===== config.mk =====
export PLATFORM = sky130hd
export DESIGN_NAME = serial_led_command_parser_top
export DESIGN_NICKNAME = d
export VERILOG_FILES = /design/src/sv/slcp_pkg.sv /design/src/sv/slcp_front.sv /design/src/sv/slcp_queue.sv /design/src/sv/slcp_back.sv /design/src/sv/serial_led_command_parser_top.sv
export SDC_FILE = /design/constraint.sdc
export NUM_CORES = 1
export LEC_CHECK = 0
export ABC_AREA = 1
export ABC_CLOCK_PERIOD_IN_PS = 2300
export BUFFER_PORTS_ARGS = -buffer_cell sky130_fd_sc_hd__clkbuf_2
export CORE_MARGIN = 5
export CORE_UTILIZATION = 40
export CTS_CLUSTER_SIZE = 25
export DETAILED_ROUTE_END_ITERATION = 10
export HOLD_SLACK_MARGIN = 0.06
export SYNTH_ARGS = -nofsm -noshare
export SYNTH_HDL_FRONTEND = slang
export SYNTH_SLANG_ARGS = --single-unit
export TNS_END_PERCENT = 30

===== constraint.sdc =====
create_clock -name clock -period 2.3 [get_ports clock]
set_clock_uncertainty 0.15 [all_clocks]
set_input_delay 0.46 -clock clock [delete_from_list [all_inputs] [get_ports clock]]
set_output_delay 0.46 -clock clock [all_outputs]
set_load 0.02 [all_outputs]

===== src/sv/slcp_pkg.sv =====
// Package for the serial LED command parser: beat structs, queue entry,
// message codes, back-end states and the fixed command and message text.
// No dependencies.
package slcp_pkg;

   localparam logic [7:0] CR_BYTE = 8'h0D;
   localparam logic [7:0] LF_BYTE = 8'h0A;

   // Commands, in match order
   localparam int CMD_COUNT    = 6;
   localparam int CMD_MAX_LEN  = 11;
   localparam int CMD_IDX_W    = 4;
   localparam logic [2:0] CMD_G_ON     = 3'd0;
   localparam logic [2:0] CMD_G_OFF    = 3'd1;
   localparam logic [2:0] CMD_G_STATUS = 3'd2;
   localparam logic [2:0] CMD_R_ON     = 3'd3;
   localparam logic [2:0] CMD_R_OFF    = 3'd4;
   localparam logic [2:0] CMD_R_STATUS = 3'd5;

   localparam int MSG_MAX_LEN = 19;
   localparam int MSG_IDX_W   = 5;

   typedef enum logic [2:0] {
      MSG_NONE,
      MSG_UNDEF,
      MSG_G_ON,
      MSG_G_OFF,
      MSG_R_ON,
      MSG_R_OFF
   } slcp_msg_type;

   typedef enum logic {
      BK_IDLE,
      BK_MSG
   } slcp_bstate_type;

   typedef struct packed {
      logic [7:0] rx_byte;
      logic       mode;
   } slcp_req_type;

   typedef struct packed {
      logic [7:0] out_byte;
      logic       red_led;
      logic       green_led;
      logic       last_of_run;
   } slcp_rsp_type;

   typedef struct packed {
      logic [7:0]   echo;
      slcp_msg_type msg;
      logic         red;
      logic         green;
   } slcp_entry_type;

   // Command text, left justified and space padded to CMD_MAX_LEN
   function automatic logic [8*CMD_MAX_LEN-1:0] cmd_text(input logic [2:0] k);
      unique case (k)
         CMD_G_ON:     return "gLed On    ";
         CMD_G_OFF:    return "gLed Off   ";
         CMD_G_STATUS: return "gLed Status";
         CMD_R_ON:     return "rLed On    ";
         CMD_R_OFF:    return "rLed Off   ";
         CMD_R_STATUS: return "rLed Status";
         default:      return '0;
      endcase
   endfunction

   function automatic logic [CMD_IDX_W-1:0] cmd_len(input logic [2:0] k);
      unique case (k)
         CMD_G_ON, CMD_R_ON:         return CMD_IDX_W'(7);
         CMD_G_OFF, CMD_R_OFF:       return CMD_IDX_W'(8);
         CMD_G_STATUS, CMD_R_STATUS: return CMD_IDX_W'(11);
         default:                    return '0;
      endcase
   endfunction

   // Caller keeps idx below CMD_MAX_LEN
   function automatic logic [7:0] cmd_char(input logic [2:0] k,
                                           input logic [CMD_IDX_W-1:0] idx);
      logic [8*CMD_MAX_LEN-1:0] t;
      t = cmd_text(k);
      return t[8*(CMD_MAX_LEN-1-int'(idx)) +: 8];
   endfunction

   // Message text, left justified and zero padded to MSG_MAX_LEN
   function automatic logic [8*MSG_MAX_LEN-1:0] msg_text(input slcp_msg_type m);
      unique case (m)
         MSG_UNDEF: return {"Undefined command", CR_BYTE, LF_BYTE};
         MSG_G_ON:  return {"Gled status: on", CR_BYTE, LF_BYTE, 16'h0};
         MSG_G_OFF: return {"Gled status: off", CR_BYTE, LF_BYTE, 8'h0};
         MSG_R_ON:  return {"Rled status: on", CR_BYTE, LF_BYTE, 16'h0};
         MSG_R_OFF: return {"Rled status: off", CR_BYTE, LF_BYTE, 8'h0};
         default:   return '0;
      endcase
   endfunction

   function automatic logic [MSG_IDX_W-1:0] msg_len(input slcp_msg_type m);
      unique case (m)
         MSG_UNDEF:           return MSG_IDX_W'(19);
         MSG_G_ON, MSG_R_ON:  return MSG_IDX_W'(17);
         MSG_G_OFF, MSG_R_OFF: return MSG_IDX_W'(18);
         default:             return '0;
      endcase
   endfunction

   // Caller keeps idx below MSG_MAX_LEN
   function automatic logic [7:0] msg_char(input slcp_msg_type m,
                                           input logic [MSG_IDX_W-1:0] idx);
      logic [8*MSG_MAX_LEN-1:0] t;
      t = msg_text(m);
      return t[8*(MSG_MAX_LEN-1-int'(idx)) +: 8];
   endfunction

endpackage


===== src/sv/slcp_front.sv =====
// Front end: accepts request beats, tracks the phone line and matches it
// against the commands as bytes arrive, owns the LED state. Uses slcp_pkg.
module slcp_front
   import slcp_pkg::*;
#(
   parameter int LINE_DEPTH = 64
) (
   input  logic           clock,
   input  logic           reset,
   input  logic           req_valid,
   input  slcp_req_type   req_data,
   output logic           req_stall,
   input  logic           q_full,
   output logic           q_push,
   output slcp_entry_type q_data
);

   localparam int LW = $clog2(LINE_DEPTH + 1);

   logic [LW-1:0]        len_ff, len_in;
   logic                 ovf_ff, ovf_in;
   logic [CMD_COUNT-1:0] mask_ff, mask_in;
   logic                 red_ff, red_in;
   logic                 green_ff, green_in;
   logic [CMD_COUNT-1:0] hit;
   logic                 accept;
   logic                 green_hit, red_hit;
   logic [CMD_IDX_W-1:0] pos;
   slcp_msg_type         msg;

   assign accept    = req_valid && !q_full;
   assign req_stall = q_full;
   assign q_push    = accept;
   assign pos       = CMD_IDX_W'(len_ff);

   always_comb begin
      for (int k = 0; k < CMD_COUNT; k++) begin
         hit[k] = mask_ff[k] && !ovf_ff && (len_ff == LW'(cmd_len(3'(k))));
      end
   end

   assign green_hit = hit[CMD_G_ON] || hit[CMD_G_OFF] || hit[CMD_G_STATUS];
   assign red_hit   = hit[CMD_R_ON] || hit[CMD_R_OFF] || hit[CMD_R_STATUS];

   always_comb begin
      len_in   = len_ff;
      ovf_in   = ovf_ff;
      mask_in  = mask_ff;
      red_in   = red_ff;
      green_in = green_ff;
      msg      = MSG_NONE;
      if (accept && req_data.mode) begin
         if (req_data.rx_byte == CR_BYTE) begin
            if (hit[CMD_G_ON])  green_in = 1'b1;
            if (hit[CMD_G_OFF]) green_in = 1'b0;
            if (hit[CMD_R_ON])  red_in   = 1'b1;
            if (hit[CMD_R_OFF]) red_in   = 1'b0;
            if (green_hit) begin
               msg = green_in ? MSG_G_ON : MSG_G_OFF;
            end else if (red_hit) begin
               msg = red_in ? MSG_R_ON : MSG_R_OFF;
            end else begin
               msg = MSG_UNDEF;
            end
            len_in  = '0;
            ovf_in  = 1'b0;
            mask_in = '1;
         end else if (len_ff < LW'(LINE_DEPTH)) begin
            len_in = len_ff + LW'(1);
            // drop candidates that disagree at this position
            for (int k = 0; k < CMD_COUNT; k++) begin
               mask_in[k] = mask_ff[k] && (len_ff < LW'(CMD_MAX_LEN)) &&
                            (pos < cmd_len(3'(k))) &&
                            (req_data.rx_byte == cmd_char(3'(k), pos));
            end
         end else begin
            ovf_in = 1'b1;
         end
      end
   end

   always_comb begin
      q_data.echo  = req_data.rx_byte;
      q_data.msg   = msg;
      q_data.red   = red_in;
      q_data.green = green_in;
   end

   always_ff @(posedge clock) begin
      if (reset) begin
         len_ff   <= '0;
         ovf_ff   <= 1'b0;
         mask_ff  <= '1;
         red_ff   <= 1'b0;
         green_ff <= 1'b0;
      end else begin
         len_ff   <= len_in;
         ovf_ff   <= ovf_in;
         mask_ff  <= mask_in;
         red_ff   <= red_in;
         green_ff <= green_in;
      end
   end

   a_ovf_full: assert property (@(posedge clock) disable iff (reset)
      ovf_ff |-> (len_ff == LW'(LINE_DEPTH)))
      else $error("overflow flag set with line store not full");

endmodule


===== src/sv/slcp_queue.sv =====
// Two-entry queue between front and back end, holds classified bytes.
// Uses slcp_pkg.
module slcp_queue
   import slcp_pkg::*;
(
   input  logic           clock,
   input  logic           reset,
   input  logic           push,
   input  slcp_entry_type push_data,
   output logic           full,
   input  logic           pop,
   output slcp_entry_type pop_data,
   output logic           empty
);

   localparam int DEPTH = 2;
   localparam int PW    = $clog2(DEPTH);
   localparam int CW    = $clog2(DEPTH + 1);

   slcp_entry_type ent_ff [DEPTH];
   logic [PW-1:0]  wr_ff, rd_ff;
   logic [CW-1:0]  cnt_ff;
   logic           do_push, do_pop;

   assign full     = (cnt_ff == CW'(DEPTH));
   assign empty    = (cnt_ff == '0);
   assign do_push  = push && !full;
   assign do_pop   = pop && !empty;
   assign pop_data = ent_ff[rd_ff];

   always_ff @(posedge clock) begin
      if (do_push) ent_ff[wr_ff] <= push_data;
   end

   always_ff @(posedge clock) begin
      if (reset) begin
         wr_ff  <= '0;
         rd_ff  <= '0;
         cnt_ff <= '0;
      end else begin
         if (do_push) wr_ff <= (wr_ff == PW'(DEPTH - 1)) ? '0 : wr_ff + PW'(1);
         if (do_pop)  rd_ff <= (rd_ff == PW'(DEPTH - 1)) ? '0 : rd_ff + PW'(1);
         if (do_push && !do_pop) cnt_ff <= cnt_ff + CW'(1);
         else if (do_pop && !do_push) cnt_ff <= cnt_ff - CW'(1);
      end
   end

   a_cnt_bound: assert property (@(posedge clock) disable iff (reset)
      cnt_ff <= CW'(DEPTH))
      else $error("queue count beyond depth");

endmodule


===== src/sv/slcp_back.sv =====
// Back end: sequencer that plays the echo beat and then the message text
// from the queue into the response output register. Uses slcp_pkg.
module slcp_back
   import slcp_pkg::*;
(
   input  logic           clock,
   input  logic           reset,
   input  logic           q_empty,
   input  slcp_entry_type q_data,
   output logic           q_pop,
   output logic           rsp_valid,
   output slcp_rsp_type   rsp_data,
   input  logic           rsp_stall
);

   slcp_bstate_type      state_ff, state_in;
   slcp_entry_type       cur_ff, cur_in;
   logic [MSG_IDX_W-1:0] idx_ff, idx_in;
   logic                 rsp_valid_ff, rsp_valid_in;
   slcp_rsp_type         rsp_ff, rsp_in;
   logic                 adv, emit, at_last;

   // output register is free or being drained this cycle
   assign adv     = !rsp_valid_ff || !rsp_stall;
   assign at_last = (idx_ff == MSG_IDX_W'(msg_len(cur_ff.msg) - MSG_IDX_W'(1)));

   always_comb begin
      state_in = state_ff;
      unique case (state_ff)
         BK_IDLE: begin
            if (adv && !q_empty && q_data.msg != MSG_NONE) state_in = BK_MSG;
         end
         BK_MSG: begin
            if (adv && at_last) state_in = BK_IDLE;
         end
         default: state_in = BK_IDLE;
      endcase
   end

   always_comb begin
      emit   = 1'b0;
      q_pop  = 1'b0;
      cur_in = cur_ff;
      idx_in = idx_ff;
      rsp_in = rsp_ff;
      unique case (state_ff)
         BK_IDLE: begin
            if (adv && !q_empty) begin
               emit               = 1'b1;
               q_pop              = 1'b1;
               cur_in             = q_data;
               idx_in             = '0;
               rsp_in.out_byte    = q_data.echo;
               rsp_in.red_led     = q_data.red;
               rsp_in.green_led   = q_data.green;
               rsp_in.last_of_run = (q_data.msg == MSG_NONE);
            end
         end
         BK_MSG: begin
            if (adv) begin
               emit               = 1'b1;
               idx_in             = idx_ff + MSG_IDX_W'(1);
               rsp_in.out_byte    = msg_char(cur_ff.msg, idx_ff);
               rsp_in.red_led     = cur_ff.red;
               rsp_in.green_led   = cur_ff.green;
               rsp_in.last_of_run = at_last;
            end
         end
         default: ;
      endcase
      rsp_valid_in = adv ? emit : 1'b1;
   end

   always_ff @(posedge clock) begin
      if (reset) begin
         state_ff     <= BK_IDLE;
         rsp_valid_ff <= 1'b0;
      end else begin
         state_ff     <= state_in;
         rsp_valid_ff <= rsp_valid_in;
      end
   end

   always_ff @(posedge clock) begin
      cur_ff <= cur_in;
      idx_ff <= idx_in;
      if (emit) rsp_ff <= rsp_in;
   end

   assign rsp_valid = rsp_valid_ff;
   assign rsp_data  = rsp_ff;

   a_last_idle: assert property (@(posedge clock) disable iff (reset)
      (rsp_valid_ff && rsp_ff.last_of_run) |-> (state_ff == BK_IDLE))
      else $error("last beat shown while message still pending");

   a_idx_range: assert property (@(posedge clock) disable iff (reset)
      (state_ff == BK_MSG) |-> (idx_ff < msg_len(cur_ff.msg)))
      else $error("message index past end of text");

endmodule


===== src/sv/serial_led_command_parser_top.sv =====
// Top level of the serial LED command parser: front end, queue, back end.
// Uses slcp_pkg, slcp_front, slcp_queue and slcp_back.
//
// Usage:
//   req_ channel: one beat per received byte, req_data.rx_byte with
//   req_data.mode (0 PC terminal, 1 phone link). rsp_ channel: the echo of
//   every byte, followed on a phone carriage return by the status message or
//   "Undefined command" text. Every rsp_ beat carries the LED levels after
//   its request was handled; last_of_run marks the final beat of a request.
//   red_led/green_led travel in the response beats only.
// Flow and throughput:
//   A request's echo beat passes through the queue and then the response
//   output register before it shows on rsp_, and is held there while
//   rsp_stall is high. The back-end sequencer puts out one beat per cycle
//   while rsp_stall is low: one beat per plain byte, and the echo plus 17
//   to 19 text bytes for a line end with a message. The front end takes a
//   new byte each cycle while the two-entry queue has room.
// Reset:
//   Synchronous, active high. Clears the line, the overflow flag, both LEDs,
//   the queue and the output valid flag. No clearing pass is needed.
// Stall:
//   rsp_stall holds the output beat and the sequencer; the queue then fills
//   and req_stall rises until the back end drains an entry.
module serial_led_command_parser_top
   import slcp_pkg::*;
#(
   parameter int LINE_DEPTH = 64
) (
   input  logic         clock,
   input  logic         reset,
   input  logic         req_valid,
   input  slcp_req_type req_data,
   output logic         req_stall,
   output logic         rsp_valid,
   output slcp_rsp_type rsp_data,
   input  logic         rsp_stall
);

   // classified byte handed from front to back
   logic           q_push, q_full, q_pop, q_empty;
   slcp_entry_type q_in, q_out;

   // accept, track the line, decide the message, advance LED state
   slcp_front #(
      .LINE_DEPTH (LINE_DEPTH)
   ) u_front (
      .clock     (clock),
      .reset     (reset),
      .req_valid (req_valid),
      .req_data  (req_data),
      .req_stall (req_stall),
      .q_full    (q_full),
      .q_push    (q_push),
      .q_data    (q_in)
   );

   // decouple the two sides so each can stall on its own
   slcp_queue u_queue (
      .clock     (clock),
      .reset     (reset),
      .push      (q_push),
      .push_data (q_in),
      .full      (q_full),
      .pop       (q_pop),
      .pop_data  (q_out),
      .empty     (q_empty)
   );

   // play echo then message text, one beat per cycle unless rsp_stall holds it
   slcp_back u_back (
      .clock     (clock),
      .reset     (reset),
      .q_empty   (q_empty),
      .q_data    (q_out),
      .q_pop     (q_pop),
      .rsp_valid (rsp_valid),
      .rsp_data  (rsp_data),
      .rsp_stall (rsp_stall)
   );

endmodule

# After elaboration in Yosys (flattened, before gate mapping)
# Memories as Yosys holds them, arrays and structs flattened. A register that Yosys moved wholly into a read port is not among the register bits.
# Index checks and enable logic that the tools add are counted.
[classes]
shift = 7
mux = 77
eq_ne = 20
magnitude_cmp = 5
add_sub_neg = 9
bitwise_logic = 1
reduce_logical = 63
[ops]
columns = ["operator", "count"]
rows = [
  ["88-bit 2-to-1 mux", 18],
  ["151-bit case mux with 5 select lines", 1],
  ["88-bit by 32-bit variable part select with 8-bit output", 6],
  ["152-bit 2-to-1 mux", 2],
  ["152-bit by 32-bit variable part select with 8-bit output", 1],
  ["8-bit == test", 6],
  ["1-bit logical AND", 39],
  ["4-bit 2-to-1 mux", 9],
  ["1-bit 2-to-1 mux", 28],
  ["11-bit 2-to-1 mux", 2],
  ["11-bit case mux with 2 select lines", 1],
  ["5-bit case mux with 3 select lines", 1],
  ["7-bit by 4-bit == test with 1-bit output (second input constant)", 2],
  ["7-bit 2-to-1 mux", 2],
  ["4-bit < comparator", 3],
  ["3-bit 2-to-1 mux", 4],
  ["6-bit 2-to-1 mux", 2],
  ["5-bit 2-to-1 mux", 2],
  ["5-bit case mux with 2 select lines", 1],
  ["8-bit by 4-bit == test with 1-bit output (second input constant)", 1],
  ["2-bit AND reduction", 4],
  ["7-bit by 1-bit adder with 7-bit output (second input constant)", 1],
  ["7-bit by 3-bit == test with 1-bit output (second input constant)", 1],
  ["1-bit logical NOT", 7],
  ["other kinds (26)", 38],
]
[totals]
regBits = 43
mem_bits_rw = 26
out_inout_bits = 13
wordCells = 201
mem_count = 1
[mem_list]
columns = ["memory", "words", "width", "rd", "rd_clocked_by_memory_dff", "wr", "line_no", "rtl"]
rows = [
  ["u_queue.ent_ff", 2, 13, 1, 1, 1, "slcp_queue.sv:20", "slcp_entry_type ent_ff [DEPTH];"],
]

# Longest topological paths before layout
[depth]
ltp_word = 12
mapped_depth = 18
mapped_depth_nobuf = 16

# By module
# A second synthesis with hierarchy kept.
[hier_totals]
cells_unflattened = 621
area_unflattened_um2 = 4643.2
[modules_own_cells]
columns = ["mod", "area_each_um2", "seq_area_each_um2", "cells_per_inst", "instances"]
rows = [
  ["slcp_back", 1751.7, 670.6, 237, 1],
  ["slcp_front", 1706.6, 320.3, 307, 1],
  ["slcp_queue", 1184.9, 880.8, 77, 1],
]

# Least setup slack after synthesis
# Ideal clock, no wire load.
[synth_timing]
path_kind = "input port to flip-flop"
start = "input port rsp_stall"
end = "register u_queue.cnt_ff[1]"
setup_ns = 0.122
path_slack_ns = 0.009
n_path_buf = 0
arrival_ns = 2.019
cell_stages = 9
path_cell_list = "nand2_1 > inv_1 > nor3_1 > inv_1 > ha_1 > a21oi_1 > o21ai_0 > o21ai_0 > a21oi_1"
[synth_between]
elab_chain_len = 9
elab_cells_between_ends = 11
cone_classes = "mux: 3; reduce/logical: 8"
[synth_lines]
columns = ["element", "line_no", "rtl"]
rows = [
  ["start: declaration", "serial_led_command_parser_top.sv:36", "input logic rsp_stall"],
  ["1-bit logical NOT (*)", "slcp_back.sv:24", "assign adv = !rsp_valid_ff || !rsp_stall;"],
  ["1-bit logical OR (*)", "slcp_back.sv:24", ""],
  ["1-bit logical AND (*)", "slcp_back.sv:48", "if (adv && !q_empty) begin"],
  ["1-bit 2-to-1 mux (*)", "slcp_back.sv:48", ""],
  ["1-bit 2-to-1 mux (*)", "slcp_back.sv:46", "unique case (state_ff)"],
  ["1-bit logical AND (*)", "slcp_queue.sv:28", "assign do_pop = pop && !empty;"],
  ["1-bit logical NOT", "slcp_queue.sv:43", "if (do_push && !do_pop) cnt_ff <= cnt_ff + CW'(1);"],
  ["1-bit logical AND", "slcp_queue.sv:43", ""],
  ["2-bit 2-to-1 mux or 2-bit nonzero test (tied branches)", "--", ""],
  ["end signal: assignment", "slcp_queue.sv:43", ""],
  ["end signal: assignment", "slcp_queue.sv:44", "else if (do_pop && !do_push) cnt_ff <= cnt_ff - CW'(1);"],
  ["end: declaration", "slcp_queue.sv:22", "logic [CW-1:0] cnt_ff;"],
]
# Every way passes the cells marked *; elsewhere a longest branch is shown, timed or not.
# A chain may end at the register's enable or synchronous reset.

# Worst setup path in the final report
[layout_timing]
start = "register u_front.len_ff[0]"
end = "register u_front.mask_ff[3]"
[layout_between]
elab_chain_len = 6
elab_cells_between_ends = 13
cone_classes = "add/sub: 1; order compare: 3; eq/ne: 1; shift: 1; mux: 2; reduce/logical: 5"
[layout_lines]
columns = ["element", "line_no", "rtl"]
rows = [
  ["start: declaration", "slcp_front.sv:20", "logic [LW-1:0] len_ff, len_in;"],
  ["start signal: assignment", "slcp_front.sv:97", "len_ff <= len_in;"],
  ["4-bit by 4-bit subtractor with 5-bit output or 7-bit by 4-bit < comparator with 1-bit output (tied branches)", "slcp_pkg.sv:83, slcp_front.sv:72", ""],
  ["88-bit by 32-bit variable part select with 8-bit output or 1-bit logical AND (tied branches)", "slcp_pkg.sv:83, slcp_front.sv:72", ""],
  ["8-bit == test or 1-bit logical AND (tied branches)", "slcp_front.sv:74, slcp_front.sv:72", ""],
  ["1-bit logical AND", "slcp_front.sv:73", "(pos < cmd_len(3'(k))) &&"],
  ["6-bit 2-to-1 mux", "slcp_front.sv:68", "end else if (len_ff < LW'(LINE_DEPTH)) begin"],
  ["6-bit 2-to-1 mux", "slcp_front.sv:53", "if (req_data.rx_byte == CR_BYTE) begin"],
  ["end signal: assignment", "slcp_front.sv:99", "mask_ff <= mask_in;"],
  ["end: declaration", "slcp_front.sv:22", "logic [CMD_COUNT-1:0] mask_ff, mask_in;"],
]
# Several ways; a longest one is shown, not always the timed one. The select of a mux whose other input is x is not followed.

==> flow_summary_export.csv <==
group,metric,value,unit
status,status,"completed",
die,die-area,13400,µm²
global_route,use_met2,0.338,
worst_setup_path,timing.rr.end,"u_front.mask_ff[3]",
worst_setup_path,ff2ff_path_depth,13,
worst_setup_path,slowest_stage,"dfxtp_2",
die,start_util,0.412,
route,drt_first_pass_iters,6,
die,coreArea,10900,µm²
synthesis,yosysWarnings,0,
timing,finalMaxSlewViolations,0,
synthesis,synth_area,4480,µm²
timing,fmax,453,MHz
cells_and_area,nets,736,
placed_design,gp_congestion,0.988,
placed_design,dp_hpwl,9.76,mm
timing,finalCritPeriodShare,0.960,
worst_setup_path,r2r-start,"u_front.len_ff[0]",
pwr,p_int,3730,µW
timing,tightest_slew,0.363,ns
pwr,clkPwrFrac,0.141,
worst_setup_path,crit_path_max_fanout,9,
pwr,total_leakage_power,0.00246,µW
timing,hold_violations,0,
worst_setup_path,required,2.45,ns
route,ant_nets,0,
cells_and_area,num_antenna_cells,0,
worst_setup_path,crit_chain,"inv_1 > ha_4 > clkinvlp_4 > a21oi_1 > nand2_2 > nand2_2 > nand2_1 > nand2_1 > and2_1 > nand2_1 > nor2_2 > nand3_1 > nand2_1",
timing,min_period,2.21,ns
global_route,overflow,0,
synthesis,ys_seq_area_frac,0.418,
global_route,grtUsageMet3,0.0397,
global_route,grt_pass1_wl,20.8,mm
min_path,hold_class,"input pin to register",
global_route,grt_pass1_vias,4413,
cts,cts_tree,"done",
worst_setup_path,crit_arrival,2.36,ns
worst_setup_path,criticalPathCategory,"register to register",
worst_setup_path,r2r_slack,0.09,ns
cts,cts_root_buffer,"clkbuf_8",
flow_run,drv_cap,0,
route,wl_per_cell,14.7,µm
global_route,track_usage,0.195,
global_route,grt_antenna_before_repair,0,
route,drcViolationCount,0,
cells_and_area,final_layout_size_suffix_gt1_frac,0.165,
min_path,min_from,"rsp_stall",
route,via_count,4565,
worst_setup_path,cp_top_family,"simple AND/OR/NAND/NOR gates",
worst_setup_path,setup.worst_path.end_class,"register",
worst_setup_path,path_buf_inv,2,
min_path,holdPathStages,3,
timing,finalSetupViolCount,0,
cts,clockBufferDepth,2,
timing,holdWs,0.222,ns
worst_setup_path,cp-start-kind,"register",
timing,rsz0062_at_grt,"true",
cells_and_area,layout_common_cells,"nand2_1 (197), nand3_1 (91), inv_1 (66), nor2_1 (65), edfxtp_1 (47)",
cts,hold_buffers,0,
synthesis,postSynthAreaPerCell,6.86,µm²
cells_and_area,area_growth,18.6,%
die,ioPinCount,26,
pwr,p_per_area,1320,nW/µm²
route,routed_wl,12.7,mm
min_path,min_to,"u_back.rsp_valid",
global_route,met1_usage,0.231,
cells_and_area,fill_cells,1113,
timing,slew-limit-headroom,0.758,
cells_and_area,layout_commonest_cell,"nand2_1",
synthesis,synth-seq-cells,70,
die,die_x,116,µm
cells_and_area,finalNonFillerCells,862,
worst_setup_path,critical_path.most_common_cell,"nand2_1",
pwr,p_sw_frac,0.467,
route,viasPerCell,5.30,
worst_setup_path,cpPeakStageDelay,0.37,ns
die,core.rowCount,38,
synthesis,syn-num-nets,672,
synthesis,ys_types,35,
cts,clkTransAtPathRegs,0.08,ns
cts,clkLatencyLatePin,0.34,ns
pwr,p_seq_frac,0.288,
synthesis,syn_inst,653,
cts,clkSinkCount,70,
global_route,grt_max_degree,16,
pwr,ir_worst_vdd,0.000781,V
route,drt_iter0_drc,372,
pwr,p_comb_frac,0.571,
pwr,switchingPower,3270,µW
cts,cts_buffers,9,
global_route,busiest_layer,"met2",
die,floorplan.die.height,116,µm
cts,htreeDepth,3,
placed_design,port_buffers,25,
placed_design,numPlacedInstances,839,
## area by class of cell
| type | count | area (µm²) | area share |
|---|---|---|---|
| Inverter | 73 | 280 | 0.0527 |
| Clock inverter | 6 | 70.1 | 0.0132 |
| Tap cell | 140 | 175 | 0.0330 |
| Multi-Input combinational cell | 494 | 2330 | 0.438 |
| Sequential cell | 70 | 1870 | 0.353 |
| Clock buffer | 10 | 128 | 0.0240 |
| Timing Repair Buffer | 69 | 459 | 0.0864 |
## power groups by stage
stage / clock network, µW / logic, µW / registers (µW)
after global placement: 0 / 3840 / 2020
after global routing: 1080 / 4470 / 2060
after detailed placement: 0 / 3800 / 2040
final: 988 / 4000 / 2020
after floorplan: 0 / 2390 / 2150
after CTS: 1020 / 3820 / 2010
## how the worst max path moves through the flow
stage,start,slack (ns),cells after the start,to
3_5_place_dp,u_front.len_ff[1],-0.15,13,u_front.mask_ff[3]
5_1_grt,u_back.idx_ff[0],-0.02,10,u_back.rsp_data[6]
4_1_cts,u_front.len_ff[1],0.02,12,u_front.mask_ff[3]
3_3_place_gp,u_front.len_ff[1],-0.12,13,u_front.mask_ff[3]
2_1_floorplan,rsp_stall,0.009,9,u_queue.cnt_ff[1]
6_report,u_front.len_ff[0],0.09,13,u_front.mask_ff[3]
## worst min-delay path: stages
cell and delay [ns]:
clkbuf_2 0.08, nand2_1 0.06, a31oi_1 0.07
## what timing repair did
| item | CTS | global route |
|---|---|---|
| pin swaps | 0 | 2 |
| resized for setup | 2 | 24 |
| endpoints found under the setup margin | 4 | 12 |
| setup buffers | 0 | 7 |
## sequential cells by signal, indices dropped and copies added, names as in the netlist, named ones only
signal / flops
u_front.green_ff: 1
u_front.len_ff: 7
u_back.state_ff: 1
u_back.cur_ff: 5
u_queue.cnt_ff: 2
u_back.rsp_data: 11
u_queue.wr_ff: 1
u_front.ovf_ff: 1
u_queue.ent_ff: 26
u_front.mask_ff: 6
u_back.rsp_valid: 1
u_back.idx_ff: 5
u_front.red_ff: 1
u_queue.rd_ff: 1
## kinds of logic after synthesis
family / count (synthesis) / share of synthesized area
AO/OA/AOI/OAI: 89 / 0.110
XOR/XNOR: 1 / 0.00196
adder cells (fa/ha/maj): 6 / 0.0168
buffers and inverters: 89 / 0.0773
flip-flops: 70 / 0.418
AND/OR/NAND/NOR: 398 / 0.376
## cells in the mapped netlist, drive strengths merged
| cell | instances | area (µm²) |
|---|---|---|
| nand2 | 207 | 790 |
| nand3 | 91 | 455 |
| inv | 72 | 270 |
| nor2 | 71 | 267 |
| edfxtp | 47 | 1410 |
| o21ai | 39 | 210 |
| a21oi | 34 | 170 |
| dfxtp | 23 | 460 |
| clkbuf | 11 | 42.5 |
| nor3 | 11 | 55.1 |
| nand4 | 8 | 50.1 |
| a31oi | 6 | 37.5 |
| ha | 6 | 75.1 |
| buf | 5 | 30.0 |
| or2 | 4 | 25.0 |
| nand3b | 3 | 22.5 |
| a21boi | 2 | 15.0 |
| nor3b | 2 | 15.0 |
| o211ai | 2 | 15.0 |
| o31ai | 2 | 15.0 |
| a221oi | 1 | 8.76 |
| a22oi | 1 | 7.51 |
| and2 | 1 | 6.26 |
| clkinv | 1 | 3.75 |
| o21a | 1 | 7.51 |
| o22ai | 1 | 6.26 |
| xor2 | 1 | 8.76 |
## per-stage QoR
step	setup slack (ns)	setup TNS (ns)	util	total power, µW	cell area (µm²)
finish	0.0923	0	0.488	7000	5310
global route	-0.0226	-0.0506	0.488	7600	5310
CTS	0.0235	0	0.477	6850	5200
detailed placement	-0.146	-0.245	0.458	5840	4990
global placement	-0.115	-0.115	0.458	5860	4990
floorplan	0.00850	0	-	4540	4480
## per-layer routing
layer	up-vias	routed length (µm)
met1	2085	5370
met2	154	6250
met4	0	464
met5	-	0
met3	37	582
li1	2289	-
(Power assumes the default switching activity.)
